==> config.mk <==
export PLATFORM = sky130hd
export DESIGN_NAME = atvu_ram
export DESIGN_NICKNAME = d
export VERILOG_FILES = /design/src/design/admm_terminal_vector_update_top_defines.svh /design/src/design/atvu_ram.sv
export SDC_FILE = /design/constraint.sdc
export NUM_CORES = 2
export LEC_CHECK = 0
export ABC_CLOCK_PERIOD_IN_PS = 3450
export BUFFER_PORTS_ARGS = -buffer_cell sky130_fd_sc_hd__clkbuf_2
export CAP_MARGIN = 15
export CORE_AREA = 5 5 450 452
export DETAILED_ROUTE_END_ITERATION = 8
export DIE_AREA = 0 0 455 457
export PLACE_DENSITY_LB_ADDON = 0.25
export REMOVE_ABC_BUFFERS = 1
export SKIP_LAST_GASP = 1
export SYNTH_ARGS = -nofsm -noshare
export SYNTH_HDL_FRONTEND = slang
export SYNTH_SLANG_ARGS = --single-unit
==> constraint.sdc <==
create_clock -name clk_i -period 3.45 [get_ports clk_i]
set_input_delay 0.1725 -clock clk_i [delete_from_list [all_inputs] [get_ports clk_i]]
set_output_delay 0.1725 -clock clk_i [all_outputs]
set_load 0.005 [all_outputs]
==> src/design/admm_terminal_vector_update_top_defines.svh <==
// assertion helpers for the terminal vector update block
// both sample on clk_i and are disabled while rst_ni is low
`ifndef ADMM_TERMINAL_VECTOR_UPDATE_TOP_DEFINES_SVH
`define ADMM_TERMINAL_VECTOR_UPDATE_TOP_DEFINES_SVH

// same-cycle implication
`define ATVU_ASSERT_IMP(lbl, ante, cons) \
  lbl: assert property (@(posedge clk_i) disable iff (!rst_ni) (ante) |-> (cons)) \
    else $error("atvu: same-cycle check failed");

// next-cycle implication
`define ATVU_ASSERT_NXT(lbl, ante, cons) \
  lbl: assert property (@(posedge clk_i) disable iff (!rst_ni) (ante) |=> (cons)) \
    else $error("atvu: next-cycle check failed");

`endif

==> src/design/atvu_ram.sv <==
`timescale 1ns / 1ps
module atvu_ram #(
  parameter int unsigned WIDTH = 32,
  parameter int unsigned DEPTH = 64,
  parameter int unsigned AW    = (DEPTH > 1) ? $clog2(DEPTH) : 1
) (
  input  logic             clk_i,
  input  logic             we_i,
  input  logic [AW-1:0]    waddr_i,
  input  logic [WIDTH-1:0] wdata_i,
  input  logic             re_i,
  input  logic [AW-1:0]    raddr_i,
  output logic [WIDTH-1:0] rdata_o
);

  logic [WIDTH-1:0] mem_q [DEPTH];
  logic [WIDTH-1:0] rdata_q;

  always_ff @(posedge clk_i) begin
    if (we_i) begin
      mem_q[waddr_i] <= wdata_i;
    end
    if (re_i) begin
      rdata_q <= mem_q[raddr_i];
    end
  end

  assign rdata_o = rdata_q;

endmodule

After elaboration in Yosys (flattened, before gate mapping)
Memories as Yosys holds them, arrays and structs flattened. A register that Yosys moved wholly into a read port is not among the register bits.
Index checks and enable logic that the tools add are counted.
Storage, ports and cells
  flip-flop bits (word level): 0
  RAM bits: 2048
  bits of input ports: 47
  output and inout bits: 32
  word-level logic and storage cells: 3
  memories kept: 1
Memories
  mem_q: words 64, width 32, read ports 1, clocked after memory_dff 1, write ports 1, line atvu_ram.sv:16  | logic [WIDTH-1:0] mem_q [DEPTH];
Operators by class
  mux-type cells: 2
Operators with widths (number)
  1-bit 2-to-1 mux: 2

Depth between registers and ports, before layout
  word-level depth: 2
  mapped depth: 10
  depth with buffers taken out: 5

Worst setup path after synthesis
Ideal clock, no wire load.
  kind: input-to-reg
  from: input port waddr_i[3]
  to: memory mem_q[48][0] (enable)
  library setup time: 0.461 ns
  data arrival time: 2.871 ns
  required time: 2.989 ns
  setup slack: 0.118 ns
  stages on the path: 4
  cells stage by stage: clkbuf_1 -> nor2b_1 -> nand4b_1 -> nor3_1
RTL lines
  start: declaration: line atvu_ram.sv:9  | input logic [AW-1:0] waddr_i,
  end: declaration: line atvu_ram.sv:16
No word-level cell before the write port.

==> run metrics <==
worst hold path startpoint wdata_i[2]; Antenna Nets Post-Route 0; mapped cell area 0.07884 mm²; pre-CTS setup slack 0.1553 ns; Reg clk slew, reported paths ~0.06 ns; Total GRT Usage approximately 21%; HPWL Detailed 122.0 mm; boundary pin count 79; Die Y 457 µm; share of cells above drive strength 1 31.54%; crit-path max FO 62; Min-Delay Path Depth 1; CTS tree yes; clock sink count between 2000 and 2500; row count about 160; # Post-CTS Setup Buffers 0; syn_area_per_cell 23.72 µm²; first-pass GRT wire length 298.9 mm; CORE AREA 0.1984 mm²; flops & latches, synth 2080; distinct cell type count after synthesis 33; total number of vias 37379; detailed-route DRC error count 0; fraction of registers with async set/reset 0%; switching share of total power a little over a fifth; total negative slack 0 ns; Final Setup Violations 0; switching power 11.30 mW; Max-slew headroom 22.52%; wire length per cell 32.91 µm; LEAKAGE 28.47 nW; gpl congestion 0.7641; Die Footprint 0.2079 mm²; type of the worst setup path input port to register; post-DR vias/cell 5.731; pwr/cell area 578.8 mW/mm²; CTS buffer count 208; Setup crit end kind register; RSZ-0062 raised after global routing no; Final #Nets 3734; Final Hold Fails 0; register area 0.06246 mm²; synth warn 0; area of the multi-input gates 0.01597 mm²; Top FF cell, synth edfxtp_1; drt pass-1 iters 5; Comb power frac 5.1%; initial antenna violation count 18; CTS Buffer Depth 3; Max Cap Violations 0; Slew @ Worst Pin 1.162 ns; Die X between 400 and 500 µm; CP arrival approximately 3.0 ns; r2r endpoint rdata_o[22]$_DFFE_PP_; clock share of power a little over two fifths; Final Critical Period roughly 2.4 ns; Reg power frac 53.2%; drt total wl 214.6 mm; Hold WC Path Type input port to register; Root Buffer clkbuf_16; Slew Viols, Final 0; Tcrit/Tclk final 70.35%; GR Overflow Total 0; Critical Path Start Type input port; Reg2Reg Setup Slack between 1 and 1.5 ns; sequential-to-total area share from yosys stat 79.23%; Post-Route Skew a little over 0.03 ns; setup ws final 1.023 ns; Hold EP mem_q[18][2]$_DFFE_PP_; Layout area overhead 16.01%; Pint 41.63 mW; worst reg2reg startpoint mem_q[27][22]$_DFFE_PP_; FMAX 0.4120 GHz; Max IR drop VDD 443.0 µV; Port Buffer Count 78; Initial DRC Count 4209; vias in the first global route 38000; # fillers 16345; reg2reg path depth 4; largest net degree at the start of global routing 65; status finished, final reports clean; required time of the critical path about 4.0 ns; clk_lat worst skew 0.86 ns; number of synthesized flops with an enable pin between 2000 and 2500; Mapped Cells approximately 3300; starting density of the core 39.73%; CP startpoint raddr_i[0]; H-tree levels 4
[per-stage QoR]
stage | std cells | hold WS, ns | power [mW] | area (µm²) | utilization, %
after floorplan | 3142 | 0.2714 | 29.65 | 77950 | -
after global placement | 6116 | 0.5971 | 31.36 | 84580 | 42.63
after detailed placement | 6116 | 0.6129 | 31.39 | 84580 | 42.63
after CTS | 6508 | 0.004831 | 53.38 | 91340 | 46.03
after global routing | 6520 | 0.06018 | 54.60 | 91450 | 46.09
final | 6522 | 0.06839 | 52.93 | 91450 | 46.09
[worst max-delay path: stages]
cell	delay [ns]
buf_8	0.30
buf_12	0.42
mux4_2	0.59
mux4_2	0.51
o22ai_1	0.70
nor2_1	0.10
[registers in the layout (all words and copies together), names as in the netlist]
register,cells
mem_q,2048
rdata_o,32
[synth_stat cells, types with 5 or more instances]
cell type	count	area (µm²)
buf_2	57	285.3
nor3_1	7	35.03
clkbuf_1	74	277.8
buf_1	21	78.83
mux4_2	544	12250
nor2_1	137	514.2
a22oi_1	12	90.09
nand2b_1	8	50.05
buf_4	25	187.7
a311oi_1	8	70.07
buf_6	5	56.30
mux2i_1	93	930.9
nand3b_1	5	37.54
nand2_1	26	97.59
edfxtp_1	2080	62460
o22ai_1	84	525.5
a21oi_1	62	310.3
nand3_1	5	25.02
nor2b_1	15	93.84
o221ai_1	27	236.5
[routing by layer]
metal	track usage [%]	vias up	share of wire, %
li1	-	15060	-
met1	28.44	20413	40
met2	32.46	1580	48
met3	5.224	324	9.1
met4	6.166	2	2.9
met5	0	-	0.0061
[worst max path at each step]
stage	slack, ns	end	cells past startpoint
floorplan	0.27	mem_q[48][0]$_DFFE_PP_	3
global placement	0.11	rdata_o[22]$_DFFE_PP_	6
detailed placement	0.16	rdata_o[22]$_DFFE_PP_	6
CTS	1.03	rdata_o[22]$_DFFE_PP_	4
global route	0.85	rdata_o[22]$_DFFE_PP_	6
finish	1.02	rdata_o[22]$_DFFE_PP_	6
[cells in the final DEF (no fill, tap or decap), drive strengths merged, types with 5 or more instances in the layout]
cell and n:
a311oi 8, nand2b 8, nand3b 5, nor2b 15
bufinv 19, nand3 5, diode 8, edfxtp 2080
mux4 544, buf 247, o221ai 27, nor2 137
nand2 26, or3b 5, dlygate4sd3 14, a21oi 62
a22oi 12, o22ai 84, clkinv 102, clkbuf 327
mux2i 93, nor3 7
[layout make-up]
type                            count  share of cell area, %
Multi-Input combinational cell   1062                  17.46
Antenna cell                        8                0.02189
Tap cell                         2656                  3.634
Timing Repair Buffer              335                  3.320
Sequential cell                  2080                  68.30
Clock buffer                      253                  5.899
Clock inverter                    128                  1.368
[logic make-up after synthesis]
| kind of cell | share of synthesized area, % |
|---|---|
| muxes | 16.72 |
| DFF | 79.23 |
| AOI/OAI and AO/OA | 1.666 |
| and+or+nand+nor | 1.260 |
| buffers and inverters | 1.124 |
[power by group through the flow]
stage,logic [mW],clock network (mW),registers (mW)
after floorplan,1.04,0,28.6
after global placement,2.69,0,28.7
after detailed placement,2.70,0,28.7
after CTS,2.72,22.5,28.1
after global routing,2.87,23.6,28.1
final,2.70,22.1,28.1
[repair_timing]
| action | CTS | global route |
|---|---|---|
| resized for setup | 0 | 0 |
| hold buffers | 11 | 3 |
| endpoints found under the hold margin | 364 | 45 |
(Power assumes the default switching activity.)
