**config.mk**
```make
export PLATFORM = sky130hd
export DESIGN_NAME = atvu_accum
export DESIGN_NICKNAME = d
export VERILOG_FILES = /design/src/design/admm_terminal_vector_update_top_defines.svh /design/src/design/atvu_pkg.sv /design/src/design/atvu_accum.sv
export SDC_FILE = /design/constraint.sdc
export NUM_CORES = 1
export LEC_CHECK = 0
export BUFFER_PORTS_ARGS = -buffer_cell sky130_fd_sc_hd__buf_2
export CAP_MARGIN = 15
export CELL_PAD_IN_SITES_DETAIL_PLACEMENT = 2
export CELL_PAD_IN_SITES_GLOBAL_PLACEMENT = 2
export CORE_MARGIN = 10
export CORE_UTILIZATION = 24
export DETAILED_ROUTE_END_ITERATION = 8
export PLACE_DENSITY = 0.84
export SLEW_MARGIN = 20
export SYNTH_ARGS = -nofsm -noshare
export SYNTH_HDL_FRONTEND = slang
export SYNTH_SLANG_ARGS = --single-unit
```
**constraint.sdc**
```tcl
create_clock -name vclk -period 4.8
set_clock_uncertainty 0.2 [all_clocks]
set_input_delay 0.24 -clock vclk [all_inputs]
set_output_delay 0.24 -clock vclk [all_outputs]
set_load 0.1 [all_outputs]
```
**src/design/admm_terminal_vector_update_top_defines.svh**
```systemverilog
// assertion helpers for the terminal vector update block
// both sample on clk_i and are disabled while rst_ni is low
`ifndef ADMM_TERMINAL_VECTOR_UPDATE_TOP_DEFINES_SVH
`define ADMM_TERMINAL_VECTOR_UPDATE_TOP_DEFINES_SVH

// same-cycle implication
`define ATVU_ASSERT_IMP(lbl, ante, cons) \
  lbl: assert property (@(posedge clk_i) disable iff (!rst_ni) (ante) |-> (cons)) \
    else $error("atvu: same-cycle check failed");

// next-cycle implication
`define ATVU_ASSERT_NXT(lbl, ante, cons) \
  lbl: assert property (@(posedge clk_i) disable iff (!rst_ni) (ante) |=> (cons)) \
    else $error("atvu: next-cycle check failed");

`endif

```
**src/design/atvu_pkg.sv**
```systemverilog
`timescale 1ns / 1ps
package atvu_pkg;

  localparam int unsigned IDX_W = 6;

  typedef enum logic [1:0] {
    KIND_LOAD       = 2'd0,
    KIND_UPDATE     = 2'd1,
    KIND_SCALE      = 2'd2,
    KIND_SCALE_COPY = 2'd3
  } kind_e;

  typedef struct packed {
    kind_e              kind;
    logic [IDX_W-1:0]   index;
    logic signed [31:0] value_a;
    logic signed [31:0] value_b;
    logic               first;
  } in_req_t;

  typedef struct packed {
    logic signed [31:0] out_value;
    logic [63:0]        primal_sum;
    logic [63:0]        dual_sum;
  } out_rsp_t;

  // one row of the element store, all Q16.16
  typedef struct packed {
    logic signed [31:0] power;
    logic signed [31:0] pdual;
    logic signed [31:0] angle;
    logic signed [31:0] adual;
    logic signed [31:0] ppower;
    logic signed [31:0] pangle;
  } row_t;

  // squared residuals and copy-out operands handed to the accumulate stage
  typedef struct packed {
    logic               hit;
    kind_e              kind;
    logic               first;
    logic [63:0]        sq_dp;
    logic [63:0]        sq_dt;
    logic [63:0]        sq_pb;
    logic [63:0]        sq_th;
    logic signed [31:0] power;
    logic signed [31:0] pdual;
  } stage_t;

  // saturate to the signed 32-bit range
  function automatic logic signed [31:0] clamp_s32(input logic signed [47:0] x);
    logic signed [31:0] r;
    if (x[47:31] == '0 || x[47:31] == '1) begin
      r = x[31:0];
    end else if (x[47]) begin
      r = 32'sh8000_0000;
    end else begin
      r = 32'sh7fff_ffff;
    end
    return r;
  endfunction

endpackage

```
**src/design/atvu_accum.sv**
```systemverilog
`timescale 1ns / 1ps
module atvu_accum (
  input  atvu_pkg::stage_t  stage_i,
  input  logic [63:0]       primal_i,
  input  logic [63:0]       dual_i,
  output atvu_pkg::out_rsp_t rsp_o
);
  import atvu_pkg::*;

  logic               upd;
  logic [63:0]        base_p, base_d;
  logic [65:0]        sum_p, sum_d;
  logic signed [33:0] diff;

  always_comb begin
    upd    = stage_i.hit && (stage_i.kind == KIND_UPDATE);
    base_p = (upd && stage_i.first) ? '0 : primal_i;
    base_d = (upd && stage_i.first) ? '0 : dual_i;
    // operands are nonnegative, so one saturation after the full sum suffices
    sum_p  = 66'(base_p) + 66'(stage_i.sq_pb) + 66'(stage_i.sq_th);
    sum_d  = 66'(base_d) + 66'(stage_i.sq_dp) + 66'(stage_i.sq_dt);
    diff   = 34'(stage_i.power) - 34'(stage_i.pdual);

    rsp_o.primal_sum = primal_i;
    rsp_o.dual_sum   = dual_i;
    if (upd) begin
      rsp_o.primal_sum = (sum_p[65:64] != 2'b00) ? '1 : sum_p[63:0];
      rsp_o.dual_sum   = (sum_d[65:64] != 2'b00) ? '1 : sum_d[63:0];
    end
    rsp_o.out_value = (stage_i.hit && stage_i.kind == KIND_SCALE_COPY) ?
                      clamp_s32(48'(diff)) : '0;
  end

endmodule

```
# ---- Yosys cells after proc, flatten, opt, wreduce, memory -nomap -nowiden
# Cells that the tools add are included.
dict set report classes {
  n_addsub 5
  eq_ne 3
  muxes 8
  n_reduce_logical 7
}
# operator n
set ops {}
lappend ops {{64-bit 2-to-1 mux} 4}
lappend ops {{65-bit by 64-bit adder with 66-bit output} 2}
lappend ops {{64-bit by 64-bit adder with 65-bit output} 2}
lappend ops {{128-bit 2-to-1 mux} 1}
lappend ops {{32-bit 2-to-1 mux} 3}
lappend ops {{32-bit by 32-bit subtractor with 33-bit output} 1}
lappend ops {{17-bit equality test (second input constant)} 1}
lappend ops {{17-bit zero test} 1}
lappend ops {{2-bit nonzero test} 2}
lappend ops {{1-bit logical AND} 3}
lappend ops {{2-bit by 1-bit equality test with 1-bit output (second input constant)} 1}
lappend ops {{2-bit equality test (second input constant)} 1}
lappend ops {{1-bit logical OR} 1}
dict set report totals {
  regBits 0
  inputBits 452
  out_inout_bits 160
  elab_cells 23
}

# ---- Longest topological paths before layout
# Gate-level depths: netlist of run 1.
dict set report depth {
  depth_word 9
  mapped_depth 23
}

# ---- Worst setup path after synthesis of run 1
# No wires, ideal clock.
dict set report synth_timing {
  kind {input -> output}
  start {input stage_i[321] (netlist name)}
  end {output rsp_o[75] (netlist name)}
  arrival_time_ns 5.652
  path_slack_ns -1.292
  stages 21
  n_path_buf 3
  path_cell_list {nand2_1 -> nor2_1 -> nand2_1 -> clkbuf_1 -> clkbuf_1 -> and2_1 -> fa_1 -> ha_1 -> fa_1 -> a211oi_1 -> o21bai_1 -> o31ai_1 -> o211ai_2 -> nor3_1 -> o41a_1 -> o31ai_4 -> a21boi_2 -> o311ai_2 -> nand2_1 -> clkbuf_1 -> a21oi_1}
}
# item line
set synth_lines {}
lappend synth_lines {{start, declared} atvu_accum.sv:3} ;# input atvu_pkg::stage_t stage_i,
lappend synth_lines {{end, declared} atvu_accum.sv:6} ;# output atvu_pkg::out_rsp_t rsp_o

==> results of run 1 <==
[timing repair]
| action | in CTS | in global routing |
|---|---|---|
| buffers inserted | 49 | 44 |
| resized for setup | 194 | 159 |
| gates cloned | 7 | 0 |
| hold buffers | 0 | 0 |
| endpoints found under the setup margin | 128 | 158 |
| pin swaps | 98 | 107 |
[kinds of logic after synthesis]
kind of cell | after synthesis | synth area share
AO/OA/AOI/OAI | 693 | 0.335
AND/OR/NAND/NOR | 547 | 0.192
adder cells (fa/ha/maj) | 289 | 0.323
buffers and inverters | 205 | 0.0581
XOR/XNOR | 147 | 0.0904
multiplexers | 1 | 0.000703
[cell usage after synthesis (71+ instances only)]
master | number | area share
and2_1 | 130 | 0.057
a21oi_1 | 211 | 0.074
nor2_1 | 137 | 0.036
o21ai_0 | 121 | 0.043
clkbuf_1 | 101 | 0.027
a21o_1 | 88 | 0.046
xnor2_1 | 84 | 0.052
inv_1 | 94 | 0.025
fa_1 | 131 | 0.18
o22a_1 | 71 | 0.044
nand2_1 | 122 | 0.032
ha_1 | 158 | 0.14
[path summary, 6_finish.rpt]
path | start | end | cells past startpoint
worst max-delay path | stage_i[323] | rsp_o[125] | 22
worst min-delay path | dual_i[38] | rsp_o[38] | 3
[power by group through the flow]
stage | Combinational (W) | Clock, W | Sequential, W
6_report | 0.00938 | 0.000000000657 | 0
5_1_grt | 0.00958 | 0.000000000449 | 0
4_1_cts | 0.00794 | 0 | 0
3_5_place_dp | 0.00752 | 0 | 0
3_3_place_gp | 0.00710 | 0 | 0
2_1_floorplan | 0.00392 | 0 | 0
[through the flow]
stage	TNS [ps]	area, um2
final	-157540	27300
after global routing	-158780	27300
after CTS	-69880	26200
after detailed placement	-116440	24600
after global placement	-86240	24600
after floorplan	-21400	15400
[layer usage]
metal,vias up,track usage,routed length [um],share of wire
li1,8927,-,-,-
met1,11167,0.333,47300,0.32
met2,1785,0.609,68400,0.46
met3,871,0.0882,17100,0.12
met4,30,0.215,15500,0.10
met5,-,0,181,0.0012
[cell usage in the layout (no fill, tap or decap), types with 30 or more instances in the layout]
master,n
o22a_4,70
buf_4,517
nor2_1,134
o21ai_0,98
buf_12,161
buf_2,469
a21oi_1,147
inv_1,91
nand4_1,50
xor2_1,61
and2_1,111
nand2_1,111
xnor2_1,81
ha_4,40
fa_1,106
a21oi_4,64
a21oi_2,30
ha_1,111
a21o_1,88
[layout make-up]
cell class                      instances  share of cell area
Timing Repair Buffer                 1183               0.367
Inverter                               94              0.0129
Antenna cell                           25             0.00229
Tap cell                              773              0.0354
Multi-Input combinational cell       1678               0.582
==> summary.md, run 1 <==
• output pin — critical path endpoint category
• 264 um — die height
• -1960 ps — worst setup slack after layout
• primary input — Startpoint Class
• 1736 — 1st-iter DRT viols
• 689 ps — worst slack on hold paths
• 148000 um — Post-Route WL
• 0.00368 W — Internal
• 22.8k — Vias
• 39.5 um — Wirelength per Cell
• 24.8k — vias in the first global route
• 29 — antenna violations before repair
• 1610 ps — measured slew at the worst slew-check pin
• 4360 ps — required time of the critical path
• 612 — I/O pins
• 0.979 — GPL Wtd Cong
• max-capacitance violations, max-slew violations, negative setup slack — failing checks
• 0 — sequential cell area fraction in the yosys report
• 0.242 — initial core utilization
• 1.000 — part of the power in combinational logic
• 128 — setup-violating endpoint count in the final report
• 0 — post-route antenna net violation count
• in -> out — type of the most critical hold path
• a21oi_1 — slowest cell on the critical path
• 69500 um2 — area enclosed by the die boundary
• 3753 — final cell count without fillers
• 6320 ps — arrival time worst endpoint
• buf_4 — most used cell along the critical path
• compound AO/OA/AOI/OAI gates — cell family with the largest share of critical-path delay
• 0.521 — proportion of layout cells with a drive suffix above 1
• 0 — count of flip-flops and latches
• 2623 — number of nets in the synthesized netlist
• 71 — Unique masters post-synth
• 6.07 — via/cell ratio
• -1150 ps — setup slack at placement
• 1000 ps — maximum cell stage delay along the critical path
• 2 — number of pins exceeding their max-slew limit in the final report
• 8 — CP bufs+invs
• 14200 um2 — area of the mapped netlist
• 0.148 GHz — highest attainable clock frequency
• yes — RSZ-0062 raised after global routing
• 7.57 um2 — mean post-synth cell area
• 0 um2 — sequential cell area
• 0.607 — Switching Share
• 612 — I/O Buffers
• 3698 — Layout Nets
• 13 — peak fanout along the critical path
• 0 — CLK BUF
• 0 — synth warn
• 15900 um2 — multi-input combinational cell area
• 0 — part of the total power dissipated in sequential elements
• 69 — largest net degree at the start of global routing
• 0.463 — final core utilization
• 0.00938 W — Design Power
• 0.335 — overall global routing resource usage
• 264 um — Horiz. Die Dim
• 344 nW/um2 — power density cells
• 94500 um — placed wire-length estimate
• 177000 um — first-pass GRT wire length
• 6256 — filler cell count in the final layout
• 151 uV — maximum vdd drop
• 12.6 nW — P_leak
• 5 — number of iterations in the first detailed-routing pass
• 0 — proportion of power drawn by the clock network
• 1882 — synthesized instance count
• 1 — Max-cap violations
• 6760 ps — shortest clock period the worst path allows after layout
• 89 — FP Rows
• finished with violations — result of the run
• 0 — sum of overflow across all layers after global routing
• 91.6% — relative area change from synthesis to final layout
• 58900 um2 — total core area
• 1.41 — Tcrit/Tclk final
• in -> out — Setup Crit Path Kind
• 0 — count of endpoints failing hold in the final timing report
• buf_8, nand2_8, nor2_4, nand2_8, buf_12, buf_12, buf_4, buf_4, and2_2, fa_2, ha_4, buf_4, a21o_1, a21oi_1, nor2_1, a211oi_1, a21boi_4, buf_4, o41ai_4, xnor2_2, a21oi_4, buf_12 — CP Cell Sequence
• 0 — total DRC errors in the routed layout
• 3635 — number of placed instances, taps included
• 0.00570 W — switching pwr
• -0.0781 — Relative slew margins
No activity file was read; power rests on OpenSTA's default activity.
==> run 2: changes to the inputs <==
--- a/config.mk
+++ b/config.mk
@@ -12,8 +12,9 @@
 export CORE_MARGIN = 10
 export CORE_UTILIZATION = 24
 export DETAILED_ROUTE_END_ITERATION = 8
+export GPL_TIMING_DRIVEN = 0
 export PLACE_DENSITY = 0.84
-export SLEW_MARGIN = 20
+export SLEW_MARGIN = 15
 export SYNTH_ARGS = -nofsm -noshare
 export SYNTH_HDL_FRONTEND = slang
 export SYNTH_SLANG_ARGS = --single-unit
==> run 2 against run 1 <==
  * The flow finishes with violations (negative setup slack)
  * Design area decreased by 13%
  * Setup slack improved by 1100 ps
  * Count of clock-buffer cells in the layout unchanged
  * Fmax increased by 19%
  * Die area unchanged
  * Non-clock buffer count decreased by 403
  * Total power decreased by 26%
  * Largest cell class unchanged
  * Utilization decreased by 5.8 points
==> summary.md, run 2 (synthesized netlist as in run 1, its figures left out) <==
• finished with violations — result of the run
• negative setup slack — failing checks
• stage_i[321] — timing startpoint of the critical path
• 106000 um — Post-Route WL
• 77800 um — placed wire-length estimate
• 58900 um2 — total core area
• -856 ps — worst setup slack after layout
• 30 — antenna violations before repair
• met5 — highest metal layer used by the detailed router
• 264 um — Horiz. Die Dim
• 5220 ps — arrival time worst endpoint
• 1.000 — part of the power in combinational logic
• 7480 um — metal3 WL
• 1290 ps — measured slew at the worst slew-check pin
• 291 nW/um2 — power density cells
• 0 — post-route antenna net violation count
• 0.411 — proportion of layout cells with a drive suffix above 1
• 89 — FP Rows
• 4360 ps — required time of the critical path
• 11 — largest net degree at the start of global routing
• 5 — peak fanout along the critical path
• 0 — part of the total power dissipated in sequential elements
• 0.631 — Switching Share
• 688 ps — worst slack on hold paths
• 0 — total of hold buffers inserted after clock tree synthesis
• in -> out — type of the most critical hold path
• 6400 — filler cell count in the final layout
• 128 — setup-violating endpoint count in the final report
• 0 — sum of overflow across all layers after global routing
• -94440 ps — total negative slack for setup checks
• buf_12 — most used cell along the critical path
• 530 ps — maximum cell stage delay along the critical path
• 612 — I/O Buffers
• 0 — proportion of power drawn by the clock network
• 5.70 — via/cell ratio
• 0 — count of endpoints failing hold in the final timing report
• 5660 ps — shortest clock period the worst path allows after layout
• 15600 um2 — multi-input combinational cell area
• 0 — total DRC errors in the routed layout
• 31.8 um — Wirelength per Cell
• 0 — Max-cap violations
• 0 um2 — sequential cell area
• output pin — critical path endpoint category
• 21.5k — vias in the first global route
• 264 um — die height
• primary input — Startpoint Class
• 54100 um — Met2 Wirelength
• dual_i[24] — hold path startpoint
• 0 — number of pins exceeding their max-slew limit in the final report
• yes — RSZ-0062 raised after global routing
• 612 — I/O pins
• 10.5 nW — P_leak
• 0.177 GHz — highest attainable clock frequency
• in -> out — Setup Crit Path Kind
• 0.00439 W — switching pwr
• buf_2 — commonest non-fill, non-tap cell in the layout
• buf_2, a21oi_1, buf_12 — commonest cells after routing, fill and taps aside
• 7 — number of iterations in the first detailed-routing pass
• 1293 — 1st-iter DRT viols
• 3294 — Layout Nets
• 38500 um — routed metal-1 wire length
• 1.18 — Tcrit/Tclk final
• 0.00256 W — Internal
• 149 uV — maximum vdd drop
• 148000 um — first-pass GRT wire length
• 0 — count of flip-flops and latches
• 0.139 — Relative slew margins
• 19.1k — Vias
• fa_1 — slowest cell on the critical path
• 0.242 — initial core utilization
• 0 — CLK BUF
• 0.951 — GPL Wtd Cong
• 69500 um2 — area enclosed by the die boundary
• 0.275 — overall global routing resource usage
• 67.4% — relative area change from synthesis to final layout
run 2: final timing paths:
kind	to	depth (start not counted)
worst max-delay path	rsp_o[95]	26
worst min-delay path	rsp_o[24]	3
run 2: power groups by stage:
stage / clock network [W] / registers (W) / logic [W]
after global routing: 0.000000000447 / 0 / 0.00728
after CTS: 0 / 0 / 0.00626
after detailed placement: 0 / 0 / 0.00546
after floorplan: 0 / 0 / 0.00392
after global placement: 0 / 0 / 0.00531
final: 0.000000000671 / 0 / 0.00695
run 2: critical path: cells and delay by family:
kind            cells  cell delay [ps]
compound gates      9             2060
fa+ha+maj           3              960
buf+inv             8             1240
simple gates        6              690
run 2: cell type report:
type                            count  share of cell area
Multi-Input combinational cell   1677               0.656
Timing Repair Buffer              699               0.255
Inverter                           94              0.0148
Tap cell                          773              0.0406
Buffer                             81              0.0314
Antenna cell                       24             0.00252
run 2: routing by layer:
metal | vias to the layer above | global-route usage
li1 | 8129 | -
met1 | 9618 | 0.298
met2 | 999 | 0.510
met3 | 334 | 0.0550
met4 | 18 | 0.114
met5 | - | 0
run 2: repair_timing:
item | in CTS | in global routing
pin swaps | 104 | 80
setup endpoints to repair | 159 | 159
setup buffers | 39 | 32
cloned | 12 | 3
resized for setup | 720 | 147
run 2: stage by stage:
stage,area (um2),worst slack [ps],util,power [W],cells
4_1_cts,22900,-931,0.389,0.00626,3301
6_report,23900,-856,0.405,0.00695,3348
3_3_place_gp,19400,-2830,0.330,0.00531,3267
3_5_place_dp,19500,-2350,0.331,0.00546,3269
2_1_floorplan,15400,-413,-,0.00392,1882
5_1_grt,23800,-976,0.405,0.00728,3340
